<file path="config.mk">
export PLATFORM = sky130hd
export DESIGN_NAME = ack_retransmit_tracker_top
export DESIGN_NICKNAME = d
export VERILOG_FILES = /design/src/art_pkg.sv /design/src/art_ram.sv /design/src/art_out_reg.sv /design/src/ack_retransmit_tracker_top.sv
export SDC_FILE = /design/constraint.sdc
export NUM_CORES = 2
export LEC_CHECK = 0
export ABC_AREA = 1
export BUFFER_PORTS_ARGS = -buffer_cell sky130_fd_sc_hd__buf_2
export CORE_MARGIN = 2
export CORE_UTILIZATION = 30
export CTS_CLUSTER_DIAMETER = 40
export CTS_CLUSTER_SIZE = 20
export DETAILED_ROUTE_END_ITERATION = 7
export PLACE_DENSITY = 0.45
export SYNTH_ARGS = -nofsm -noshare
export SYNTH_HDL_FRONTEND = slang
export SYNTH_SLANG_ARGS = --single-unit
</file>
<file path="constraint.sdc">
create_clock -name clk -period 10.1 [get_ports clk]
set_input_delay 2.02 -clock clk [delete_from_list [all_inputs] [get_ports clk]]
set_output_delay 2.02 -clock clk [all_outputs]
set_load 0.005 [all_outputs]
</file>
<file path="src/art_pkg.sv">
// Shared types and constants for the ACK retransmit tracker.
// Depends on nothing; every other file but art_ram imports it.
package art_pkg;

    localparam int TABLE_DEPTH = 32;
    localparam int SLOT_W      = 5;
    localparam int MAX_PAYLOAD = 100;
    localparam logic [6:0] HEADER_BYTES = 7'd3;
    localparam logic [7:0] TYPE_DATA = 8'd68;
    localparam logic [7:0] TYPE_ACK  = 8'd65;
    localparam logic [31:0] AGE_RESET = 32'd3000000;

    typedef enum logic [1:0] {
        CMD_SEND  = 2'd0,
        CMD_FRAME = 2'd1,
        CMD_TICK  = 2'd2,
        CMD_NONE  = 2'd3
    } cmd_t;

    typedef enum logic [2:0] {
        KIND_SENT       = 3'd0,
        KIND_TABLE_FULL = 3'd1,
        KIND_ACK_OUT    = 3'd2,
        KIND_EMPTY      = 3'd3,
        KIND_ACK_CLEAR  = 3'd4,
        KIND_ACK_MISS   = 3'd5,
        KIND_BAD_FRAME  = 3'd6,
        KIND_RESEND     = 3'd7
    } kind_t;

    typedef struct packed {
        logic [1:0]  command;
        logic [31:0] now;
        logic [6:0]  payload_len;
        logic [15:0] peer;
        logic [7:0]  send_flags;
        logic [7:0]  frame_type;
        logic [15:0] frame_id;
        logic        frame_empty;
    } in_item_t;

    typedef struct packed {
        logic [2:0]  kind;
        logic [15:0] msg_id;
        logic [4:0]  slot;
        logic [6:0]  frame_len;
        logic [15:0] peer_out;
        logic [7:0]  flags_out;
        logic [31:0] transmissions;
        logic [5:0]  outstanding;
        logic        last;
    } out_item_t;

    typedef struct packed {
        logic [15:0] id;
        logic [31:0] stamp;
        logic [6:0]  len;
        logic [15:0] peer;
        logic [7:0]  flags;
    } entry_t;

    localparam int ENTRY_W = $bits(entry_t);

endpackage

</file>
<file path="src/art_ram.sv">
// Generic single-port-write, single-read RAM with registered read data.
// Standalone; no package needed.
module art_ram #(
    parameter int WIDTH = 8,
    parameter int DEPTH = 32
) (
    input  logic                     clk,
    input  logic                     wr_en,
    input  logic [$clog2(DEPTH)-1:0] wr_addr,
    input  logic [WIDTH-1:0]         wr_data,
    input  logic                     rd_en,
    input  logic [$clog2(DEPTH)-1:0] rd_addr,
    output logic [WIDTH-1:0]         rd_data
);
    logic [WIDTH-1:0] mem [DEPTH];
    logic [WIDTH-1:0] rd_data_reg;

    always_ff @(posedge clk)
    begin
        if (wr_en)
        begin
            mem[wr_addr] <= wr_data;
        end
        if (rd_en)
        begin
            rd_data_reg <= mem[rd_addr];
        end
    end

    assign rd_data = rd_data_reg;
endmodule

</file>
<file path="src/art_out_reg.sv">
// Output register of the tracker: holds one result until the sink takes it.
// Depends on art_pkg.
module art_out_reg (
    input  logic              clk,
    input  logic              rst_n,
    input  logic              load,
    input  art_pkg::out_item_t load_data,
    input  logic              stall,
    output logic              valid,
    output art_pkg::out_item_t data,
    output logic              free
);
    import art_pkg::*;

    logic      valid_reg;
    logic      valid_next;
    out_item_t data_reg;

    assign free = !valid_reg || !stall;

    always_comb
    begin
        valid_next = valid_reg;
        if (load)
        begin
            valid_next = 1'b1;
        end
        else if (!stall)
        begin
            valid_next = 1'b0;
        end
    end

    always_ff @(posedge clk or negedge rst_n)
    begin
        if (!rst_n)
        begin
            valid_reg <= 1'b0;
        end
        else
        begin
            valid_reg <= valid_next;
        end
    end

    always_ff @(posedge clk)
    begin
        if (load)
        begin
            data_reg <= load_data;
        end
    end

    assign valid = valid_reg;
    assign data  = data_reg;
endmodule

</file>
<file path="src/ack_retransmit_tracker_top.sv">
// ACK retransmit tracker: table of sent, unacknowledged messages in one RAM.
// Send and plain frames give their result from the single-result state.
// ACK match and tick walk the table one slot at a time (RAM read, then
// evaluate); an ACK stops at its match, a miss or a tick ends after the last slot.
// Throughput: one item at a time; the next item is taken once the tracker is
// idle again, after its last result is loaded; output stalls hold it there.
// Reset (rst_n, async low): all slots invalid, id/counters zero, age 3000000.
// Entry RAM contents are undefined after reset; only data of valid slots is used.
module ack_retransmit_tracker_top (
    input  logic               clk,
    input  logic               rst_n,
    input  logic               item_valid,
    output logic               item_stall,
    input  art_pkg::in_item_t  item,
    output logic               result_valid,
    input  logic               result_stall,
    output art_pkg::out_item_t result,
    input  logic               cfg_valid,
    output logic               cfg_ready,
    input  logic [31:0]        cfg_data
);
    import art_pkg::*;

    // One-hot sequencer: single result, RAM read, evaluate, final flush.
    typedef enum logic [4:0] {
        ST_IDLE   = 5'b00001,
        ST_SINGLE = 5'b00010,
        ST_RD     = 5'b00100,
        ST_EV     = 5'b01000,
        ST_FLUSH  = 5'b10000
    } state_t;

    state_t                 state_reg, state_next;
    in_item_t               item_reg;
    logic [SLOT_W-1:0]      idx_reg, idx_next;
    logic [TABLE_DEPTH-1:0] valid_reg, valid_next;
    logic [15:0]            next_id_reg, next_id_next;
    logic [31:0]            tx_reg, tx_next;
    logic [5:0]             pend_reg, pend_next;
    logic [31:0]            age_reg;
    logic                   hold_valid_reg, hold_valid_next;
    out_item_t              hold_reg, hold_next;

    logic              emit;
    out_item_t         emit_data;
    logic              out_free;
    logic              ram_wr_en, ram_rd_en;
    logic [SLOT_W-1:0] ram_wr_addr;
    entry_t            ram_wr_data;
    logic [ENTRY_W-1:0] ram_rd_raw;
    entry_t            ent;

    logic              free_found;
    logic [SLOT_W-1:0] free_idx;
    logic [6:0]        plen_sat;
    logic [6:0]        flen;
    logic [31:0]       age;
    logic              last_idx;
    logic              accept;

    assign cfg_ready  = 1'b1;
    assign item_stall = (state_reg != ST_IDLE);
    assign accept     = item_valid && !item_stall;
    assign ent        = entry_t'(ram_rd_raw);
    assign age        = item_reg.now - ent.stamp;
    assign last_idx   = (idx_reg == SLOT_W'(TABLE_DEPTH - 1));

    // Lowest free slot.
    always_comb
    begin
        free_found = 1'b0;
        free_idx   = '0;
        for (int i = TABLE_DEPTH - 1; i >= 0; i--)
        begin
            if (!valid_reg[i])
            begin
                free_found = 1'b1;
                free_idx   = SLOT_W'(i);
            end
        end
    end

    // Saturate payload, add header bytes.
    always_comb
    begin
        plen_sat = (32'(item_reg.payload_len) > 32'(MAX_PAYLOAD)) ?
                   7'(MAX_PAYLOAD) : item_reg.payload_len;
        flen     = plen_sat + HEADER_BYTES;
    end

    always_comb
    begin
        state_next      = state_reg;
        idx_next        = idx_reg;
        valid_next      = valid_reg;
        next_id_next    = next_id_reg;
        tx_next         = tx_reg;
        pend_next       = pend_reg;
        hold_valid_next = hold_valid_reg;
        hold_next       = hold_reg;
        emit            = 1'b0;
        emit_data       = '0;
        ram_wr_en       = 1'b0;
        ram_wr_addr     = idx_reg;
        ram_wr_data     = ent;
        ram_rd_en       = 1'b0;

        case (state_reg)
            ST_IDLE:
            begin
                if (accept)
                begin
                    idx_next = '0;
                    case (cmd_t'(item.command))
                        CMD_SEND:  state_next = ST_SINGLE;
                        CMD_FRAME:
                        begin
                            if (!item.frame_empty && item.frame_type == TYPE_ACK)
                            begin
                                state_next = ST_RD;
                            end
                            else
                            begin
                                state_next = ST_SINGLE;
                            end
                        end
                        CMD_TICK:  state_next = ST_RD;
                        default:   state_next = ST_IDLE;
                    endcase
                end
            end

            ST_SINGLE:
            begin
                // Send, plain frame, or an ACK whose walk found no match.
                emit_data.msg_id   = item_reg.frame_id;
                emit_data.peer_out = item_reg.peer;
                emit_data.last     = 1'b1;
                if (item_reg.command == CMD_SEND)
                begin
                    emit_data.msg_id    = next_id_reg;
                    emit_data.frame_len = flen;
                    emit_data.flags_out = item_reg.send_flags;
                    emit_data.transmissions = tx_reg + 32'd1;
                    if (free_found)
                    begin
                        emit_data.kind        = KIND_SENT;
                        emit_data.slot        = free_idx;
                        emit_data.outstanding = pend_reg + 6'd1;
                    end
                    else
                    begin
                        emit_data.kind        = KIND_TABLE_FULL;
                        emit_data.outstanding = pend_reg;
                    end
                end
                else
                begin
                    emit_data.transmissions = tx_reg;
                    emit_data.outstanding   = pend_reg;
                    if (item_reg.frame_empty)
                    begin
                        emit_data.kind = KIND_EMPTY;
                    end
                    else if (item_reg.frame_type == TYPE_DATA)
                    begin
                        emit_data.kind = KIND_ACK_OUT;
                    end
                    else if (item_reg.frame_type == TYPE_ACK)
                    begin
                        emit_data.kind = KIND_ACK_MISS;
                    end
                    else
                    begin
                        emit_data.kind = KIND_BAD_FRAME;
                    end
                end

                if (out_free)
                begin
                    emit       = 1'b1;
                    state_next = ST_IDLE;
                    if (item_reg.command == CMD_SEND)
                    begin
                        next_id_next = next_id_reg + 16'd1;
                        tx_next      = tx_reg + 32'd1;
                        if (free_found)
                        begin
                            valid_next[free_idx]  = 1'b1;
                            pend_next             = pend_reg + 6'd1;
                            ram_wr_en             = 1'b1;
                            ram_wr_addr           = free_idx;
                            ram_wr_data.id        = next_id_reg;
                            ram_wr_data.stamp     = item_reg.now;
                            ram_wr_data.len       = flen;
                            ram_wr_data.peer      = item_reg.peer;
                            ram_wr_data.flags     = item_reg.send_flags;
                        end
                    end
                end
            end

            ST_RD:
            begin
                ram_rd_en  = 1'b1;
                state_next = ST_EV;
            end

            ST_EV:
            begin
                // RAM data holds while waiting here: no read is issued.
                if (item_reg.command == CMD_TICK)
                begin
                    if (valid_reg[idx_reg] && age >= age_reg)
                    begin
                        if (!hold_valid_reg || out_free)
                        begin
                            emit      = hold_valid_reg;
                            emit_data = hold_reg;
                            emit_data.last = 1'b0;
                            ram_wr_en = 1'b1;
                            ram_wr_data.stamp = item_reg.now;
                            tx_next   = tx_reg + 32'd1;
                            hold_valid_next         = 1'b1;
                            hold_next.kind          = KIND_RESEND;
                            hold_next.msg_id        = ent.id;
                            hold_next.slot          = idx_reg;
                            hold_next.frame_len     = ent.len;
                            hold_next.peer_out      = ent.peer;
                            hold_next.flags_out     = ent.flags;
                            hold_next.transmissions = tx_reg + 32'd1;
                            hold_next.outstanding   = pend_reg;
                            hold_next.last          = 1'b1;
                            state_next = last_idx ? ST_FLUSH : ST_RD;
                            idx_next   = idx_reg + SLOT_W'(1);
                        end
                    end
                    else
                    begin
                        state_next = last_idx ? ST_FLUSH : ST_RD;
                        idx_next   = idx_reg + SLOT_W'(1);
                    end
                end
                else
                begin
                    if (valid_reg[idx_reg] && ent.id == item_reg.frame_id)
                    begin
                        emit_data.kind          = KIND_ACK_CLEAR;
                        emit_data.msg_id        = item_reg.frame_id;
                        emit_data.slot          = idx_reg;
                        emit_data.frame_len     = ent.len;
                        emit_data.peer_out      = ent.peer;
                        emit_data.flags_out     = ent.flags;
                        emit_data.transmissions = tx_reg;
                        emit_data.outstanding   = pend_reg - 6'd1;
                        emit_data.last          = 1'b1;
                        if (out_free)
                        begin
                            emit                = 1'b1;
                            valid_next[idx_reg] = 1'b0;
                            pend_next           = pend_reg - 6'd1;
                            state_next          = ST_IDLE;
                        end
                    end
                    else
                    begin
                        state_next = last_idx ? ST_SINGLE : ST_RD;
                        idx_next   = idx_reg + SLOT_W'(1);
                    end
                end
            end

            ST_FLUSH:
            begin
                // Release the final resend with its last mark set.
                emit_data = hold_reg;
                if (!hold_valid_reg)
                begin
                    state_next = ST_IDLE;
                end
                else if (out_free)
                begin
                    emit            = 1'b1;
                    hold_valid_next = 1'b0;
                    state_next      = ST_IDLE;
                end
            end

            default:
            begin
                state_next = ST_IDLE;
            end
        endcase
    end

    always_ff @(posedge clk or negedge rst_n)
    begin
        if (!rst_n)
        begin
            state_reg      <= ST_IDLE;
            idx_reg        <= '0;
            valid_reg      <= '0;
            next_id_reg    <= '0;
            tx_reg         <= '0;
            pend_reg       <= '0;
            hold_valid_reg <= 1'b0;
            age_reg        <= AGE_RESET;
        end
        else
        begin
            state_reg      <= state_next;
            idx_reg        <= idx_next;
            valid_reg      <= valid_next;
            next_id_reg    <= next_id_next;
            tx_reg         <= tx_next;
            pend_reg       <= pend_next;
            hold_valid_reg <= hold_valid_next;
            if (cfg_valid && cfg_ready)
            begin
                age_reg <= cfg_data;
            end
        end
    end

    // Payload registers: hold the accepted item and the pending resend.
    always_ff @(posedge clk)
    begin
        if (accept)
        begin
            item_reg <= item;
        end
        hold_reg <= hold_next;
    end

    art_ram #(
        .WIDTH (ENTRY_W),
        .DEPTH (TABLE_DEPTH)
    ) u_entry_ram (
        .clk     (clk),
        .wr_en   (ram_wr_en),
        .wr_addr (ram_wr_addr),
        .wr_data (ram_wr_data),
        .rd_en   (ram_rd_en),
        .rd_addr (idx_reg),
        .rd_data (ram_rd_raw)
    );

    art_out_reg u_out_reg (
        .clk       (clk),
        .rst_n     (rst_n),
        .load      (emit),
        .load_data (emit_data),
        .stall     (result_stall),
        .valid     (result_valid),
        .data      (result),
        .free      (out_free)
    );
endmodule

</file>
### Yosys cells after proc, flatten, opt, wreduce, memory -nomap -nowiden

Memory sizes are Yosys's and may differ from the RTL's. A register that Yosys moved wholly into a read port is not among the register bits.
Index checks and enable logic that the tools add are counted.

* bits in registers: 404
* bits in writable memories: 2528
* input port bits: 127
* output and inout port bits: 97
* word-level logic and storage cells: 264
* memories: 1

Memories
* u_entry_ram.mem: depth 32, width 79, rd ports 1, clocked after Yosys merged registers in 1, wr ports 1, line art_ram.sv:15 `logic [WIDTH-1:0] mem [DEPTH];`

* add/sub/neg operators: 7
* magnitude comparators: 6
* eq/ne operators: 27
* mux-type cells: 161
* bitwise logic cells: 3
* reduce and logical (&&, ||, !) cells: 26

Operators with widths (number)
* $mux W32: 14
* $mux W94: 4
* $pmux W94 S3: 1
* $mux W5: 50
* $mux W79: 3
* $pmux W32 S2: 3
* $mux W1: 58
* $mux W38: 1
* $mux W6: 6
* $add A32 B1 Y32 const B: 1
* $and A32 B32 Y32: 1
* $ge A32 B32 Y1: 1
* $not A32 Y32: 1
* $or A32 B32 Y32: 1
* $sub A32 B32 Y32: 1
* $mux W31: 1
* $mux W28: 1
* $pmux W5 S5: 1
* $eq A8 B7 Y1 const B: 3
* $ne A2 B2 Y1 const B: 10
* $add A16 B1 Y16 const B: 1
* $eq A16 B16 Y1: 1
* $mux W16: 1
* $mux W3: 5
* other kinds (38): 60

### Logic depth before layout (Yosys ltp)

* depth in word-level cells: 41
* mapped depth: 35
* gate-level depth less buffers: 35

### Hierarchy

A second synthesis with hierarchy kept.

* cells, all modules: 10618
* area, all modules: 124812.2 µm²

By module, submodules not included
* art_ram: instances 1, cells an instance 8333, area an instance 103434.2 µm², seq. area each 78285.1 µm²
* ack_retransmit_tracker_top: instances 1, cells an instance 2187, area an instance 18514.0 µm², seq. area each 8647.0 µm²
* art_out_reg: instances 1, cells an instance 98, area an instance 2864.0 µm², seq. area each 2847.7 µm²

### Worst setup path after synthesis

Ideal clock, no wire load.

* kind: register to register
* start point: register item_reg[56] (netlist name)
* end point: register u_out_reg.data_reg (netlist bit u_out_reg.data[0]) (enable)
* library setup time: 0.550 ns
* arrival time: 8.114 ns
* required time: 9.550 ns
* setup slack: 1.436 ns
* cell stages (with the launch flop): 33
* buffers on the path: 0
* clock period less this slack: 8.664 ns
* cell sequence: edfxtp_1 > inv_1 > ha_1 > inv_1 > fa_1 > nand2_1 > nand2_1 > a21oi_2 > o21ai_2 > a21oi_1 > o21bai_1 > a21oi_1 > nor2_1 > nor2_1 > o21ai_2 > a21oi_2 > o21ai_2 > a21oi_2 > o21ai_2 > a21oi_1 > o21ai_1 > xor2_1 > ha_1 > nand2_1 > nor2_1 > a211oi_1 > o221a_2 > o21ai_0 > nand2_1 > nor2_1 > a31o_2 > inv_1 > nor2_1

* longest elaborated chain between the ends: 6

Ends and longest elaborated chain
* start, declared: line ack_retransmit_tracker_top.sv:34 `in_item_t item_reg;`
* start signal, assigned: line ack_retransmit_tracker_top.sv:330 `item_reg <= item;`
* $sub A32 B32 Y32: line ack_retransmit_tracker_top.sv:65 `assign age = item_reg.now - ent.stamp;`
* $ge A32 B32 Y1: line ack_retransmit_tracker_top.sv:214 `if (valid_reg[idx_reg] && age >= age_reg)`
* $logic_and A1 B1 Y1: line ack_retransmit_tracker_top.sv:214
* $mux W1: line ack_retransmit_tracker_top.sv:214
* $mux W1: line ack_retransmit_tracker_top.sv:212 `if (item_reg.command == CMD_TICK)`
* $pmux W1 S3: line ack_retransmit_tracker_top.sv:108 `case (state_reg)`
* net emit: line ack_retransmit_tracker_top.sv:44 `logic emit;`
* end signal, assigned: line art_out_reg.sv:50 `data_reg <= load_data;`
* end, declared: line art_out_reg.sv:17 `out_item_t data_reg;`

The timed path passes the listed nets, and every way through them passes these cells.
A chain may end at the register's enable or synchronous reset.

### Worst setup path after layout

* start point: register item_reg[58] (netlist name)
* end point: memory u_entry_ram.mem[11][33] (netlist name) (enable)

* longest elaborated chain between the ends: 8

Ends and longest elaborated chain
* $sub A32 B32 Y32: line ack_retransmit_tracker_top.sv:65
* $ge A32 B32 Y1: line ack_retransmit_tracker_top.sv:214
* $logic_and A1 B1 Y1: line ack_retransmit_tracker_top.sv:214
* $mux W1: line ack_retransmit_tracker_top.sv:214
* $mux W1: line ack_retransmit_tracker_top.sv:212
* $pmux W1 S2: line ack_retransmit_tracker_top.sv:108
* $mux W1: line art_ram.sv:20 `if (wr_en)`
* $mux W1 (not written as such): line art_ram.sv:22 `mem[wr_addr] <= wr_data;`
* end, declared: line art_ram.sv:15

Every way passes these cells.

==> flow_metrics.env <==
export IMPL_die_h_um=637
export IMPL_utilization_pct=36.1
export IMPL_slew_viol_final=0
export IMPL_routedWlPerCell_um=27.3
export IMPL_worstPathMaxFanout=33
export IMPL_clk_path_buf_depth=4
export IMPL_cts_tree="built"
export IMPL_start_util_pct=30.1
export IMPL_cp_slowest_cell="nor2_4"
export IMPL_worstMarginPinSlew_ns=1.39
export IMPL_r2r_start="item_reg[58]$_DFFE_PP_"
export IMPL_hold_violations=0
export IMPL_globalplace_congestion=0.853
export IMPL_fmax_ghz=0.109
export IMPL_yosysUniqueCellTypes=64
export IMPL_finClkSkew_ns=0.0627
export IMPL_peakVddDrop_uv=137
export IMPL_ant_nets=0
export IMPL_fp_coreArea_sq_um=399000
export IMPL_row_count=232
export IMPL_dpl_hpwl_um=238000
export IMPL_crit_start="item_reg[58]$_DFFE_PP_"
export IMPL_cp_arrival_ns=9.76
export IMPL_area_growth_syn_to_layout_pct=20.0
export IMPL_yosys_area_top_type_share_pct=72.0
export IMPL_viasPerCell=5.28
export IMPL_power_frac_seq_pct=43.1
export IMPL_min_to="hold_reg[63]$_DFFE_PP_"
export IMPL_synthTopCellsByCount="edfxtp_1 (2881), o21ai_0 (1540), nor2_1 (1398), o22ai_1 (639), nand2_1 (570)"
export IMPL_root_buffer="clkbuf_16"
export IMPL_p_comb_share_pct=9.7
export IMPL_synth_area_top_cells="edfxtp_1 (72%), o21ai_0 (6.4%), nor2_1 (4.4%)"
export IMPL_largest_register_ffs=2528
export IMPL_critPathBufInv=3
export IMPL_max_stage_delay_ns=0.80
export IMPL_p_leak_uw=0.0481
export IMPL_drive_gt1_share_pct=14.4
export IMPL_vias=79400
export IMPL_ys_async_sr_fraction_pct=4.32
export IMPL_cp_end_kind="flop"
export IMPL_min_delay_start="u_entry_ram.rd_data[24]$_DFFE_PP_"
export IMPL_rrSetupSlack_ns=0.90
export IMPL_final_area_sq_um=144000
export IMPL_wirelength_um=410000
export IMPL_ctsHoldBuffers=0
export IMPL_crit_type="flop to flop"
export IMPL_chipWidth_um=637
export IMPL_io_buffers=222
export IMPL_p_sw_share_pct=26.2
export IMPL_drt_iter0_markers=8727
export IMPL_p_sw_uw=8880
export IMPL_drt_pass1_iterations=6
export IMPL_drc_errors=0
export IMPL_clk_pin_slew_worst_paths_ns=0.06
export IMPL_clock_latency_ns=0.96
export IMPL_ys_seq_elements=3011
export IMPL_cts_resized=0
export IMPL_final_nets=9563
export IMPL_placedInstanceArea_sq_um=128000
export IMPL_io_pins=224
export IMPL_synth_warnings=0
export IMPL_synth_most_common_cell="edfxtp_1"
export IMPL_grt_pass1_wl_um=582000
export IMPL_grt_max_degree=188
export IMPL_htreeDepth=5
export IMPL_grt_remaining_overflow=0
export IMPL_hold_depth=0
export IMPL_rsz0062_at_grt="no"
export IMPL_pwr_share_clk_pct=47.2
export IMPL_cp_required_ns=10.67
export IMPL_synth_top_area_cell="edfxtp_1"
export IMPL_grt_pass1_vias=77100
export IMPL_relSlewSlack_pct=7.39
export IMPL_crit_path_frequent_cell="nand2_1"
export IMPL_synth_flop_cell="edfxtp_1"
export IMPL_holdWs_ns=0.449
export IMPL_synth_edf_count=2881
export IMPL_die_area_sq_um=405000
export IMPL_numCtsBuffers=450
export IMPL_startpoint_type="flop"
export IMPL_clock_sinks=3011
export IMPL_synth_area_sq_um=120000
export IMPL_setup_violations=0
export IMPL_cp_top_family="compound AO/OA/AOI/OAI gates"
export IMPL_grt_util_all_layers_pct=19.5
export IMPL_period_minus_slack_ns=9.20
export IMPL_setup_tns_ns=0
export IMPL_r2r_end="u_entry_ram.mem[11][33]$_DFFE_PP_"
export IMPL_synth_fp_nets=9251
export IMPL_cap_viol_max_count=0
export IMPL_cts_setup_buffers=0
export IMPL_worst_hold_path_type="flop to flop"
export IMPL_p_per_area_nw_per_um2=236
export IMPL_yosysSeqAreaShare_pct=74.7
export IMPL_power_internal_uw=25100
export IMPL_syn_inst=9050
export IMPL_reg2reg_depth=33
export IMPL_run_status="complete, no violations"
export IMPL_fin_crit_sh_pct=91.1
export IMPL_p_total_uw=33900
export IMPL_antenna_found_initial=32
export IMPL_syn_avg_cell_area_sq_um=13.3
## worst reg2reg max path: cells and delay by family (launching register included)
kind / cells / cell delay [ns]
AO/OA/AOI/OAI: 13 / 3.29
AND/OR/NAND/NOR: 14 / 3.04
buffers and inverters: 3 / 1.19
adder cells (fa/ha/maj): 2 / 0.71
flip-flops: 1 / 0.40
XOR/XNOR: 1 / 0.12
## power by group through the flow
stage	clock [uW]	sequential, uW	combinational, uW
global placement	0	14900	3290
detailed placement	0	14900	3290
finish	16000	14600	3290
floorplan	0	14800	1750
CTS	16300	14600	3300
global route	16800	14700	3570
## routing by layer
layer	global-route usage [%]	vias up	part of all wire [%]
met5	0	-	0.020
met4	4.64	14	2.4
met3	3.04	524	6.7
met2	31.9	3128	47
met1	27.2	40900	44
li1	-	34900	-
## cells in the final DEF (no fill, tap or decap), types with 73 or more instances in the layout
cell type	instances
edfxtp_1	2881
o21ai_0	1493
nor2_1	1369
o22ai_1	639
nand2_1	568
clkbuf_16	456
inv_1	269
buf_2	221
buf_4	195
a221oi_1	152
a22o_1	146
a21oi_1	145
dfrtp_1	117
o211ai_1	73
ha_1	73
## logic make-up (layout without fill, tap and decap cells)
logic type / Yosys count / after routing / share of synthesized area (%)
other: 1 / 5 / 0.00312
buffers and inverters: 886 / 1596 / 2.80
AOI/OAI and AO/OA: 2824 / 2824 / 13.8
and+or+nand+nor: 2168 / 2168 / 7.21
adders and majority gates: 74 / 74 / 0.777
muxes: 1 / 1 / 0.00937
DFF: 3011 / 3011 / 74.7
xor gates and xnor gates: 85 / 85 / 0.620
## how the worst max path moves through the flow
stage                                                   end  slack (ns)  cells past startpoint
after floorplan                 u_out_reg.data[0]$_DFFE_PP_        1.44                     32
after global placement    u_entry_ram.mem[11][39]$_DFFE_PP_        0.51                     33
after detailed placement  u_entry_ram.mem[11][39]$_DFFE_PP_        0.60                     33
after CTS                 u_entry_ram.mem[11][33]$_DFFE_PP_        0.56                     33
after global routing      u_entry_ram.mem[11][33]$_DFFE_PP_        0.47                     33
final                     u_entry_ram.mem[11][33]$_DFFE_PP_        0.90                     33
## layout make-up
class	count	area [sq um]
multi-input combinational	5153	27700
clock inverter	345	3920
sequential	3011	89800
inverter	297	1150
tap	5265	6590
clock buffer	505	11700
timing repair buffer	449	3220
fill	38200	255000
antenna	4	10.0
## stage by stage
stage / instances / setup slack (ns)
5_1_grt: 15000 / 0.472
3_5_place_dp: 14200 / 0.603
4_1_cts: 15000 / 0.557
2_1_floorplan: 9050 / 1.44
6_report: 15000 / 0.903
3_3_place_gp: 14200 / 0.512
(Power assumes the default switching activity.)
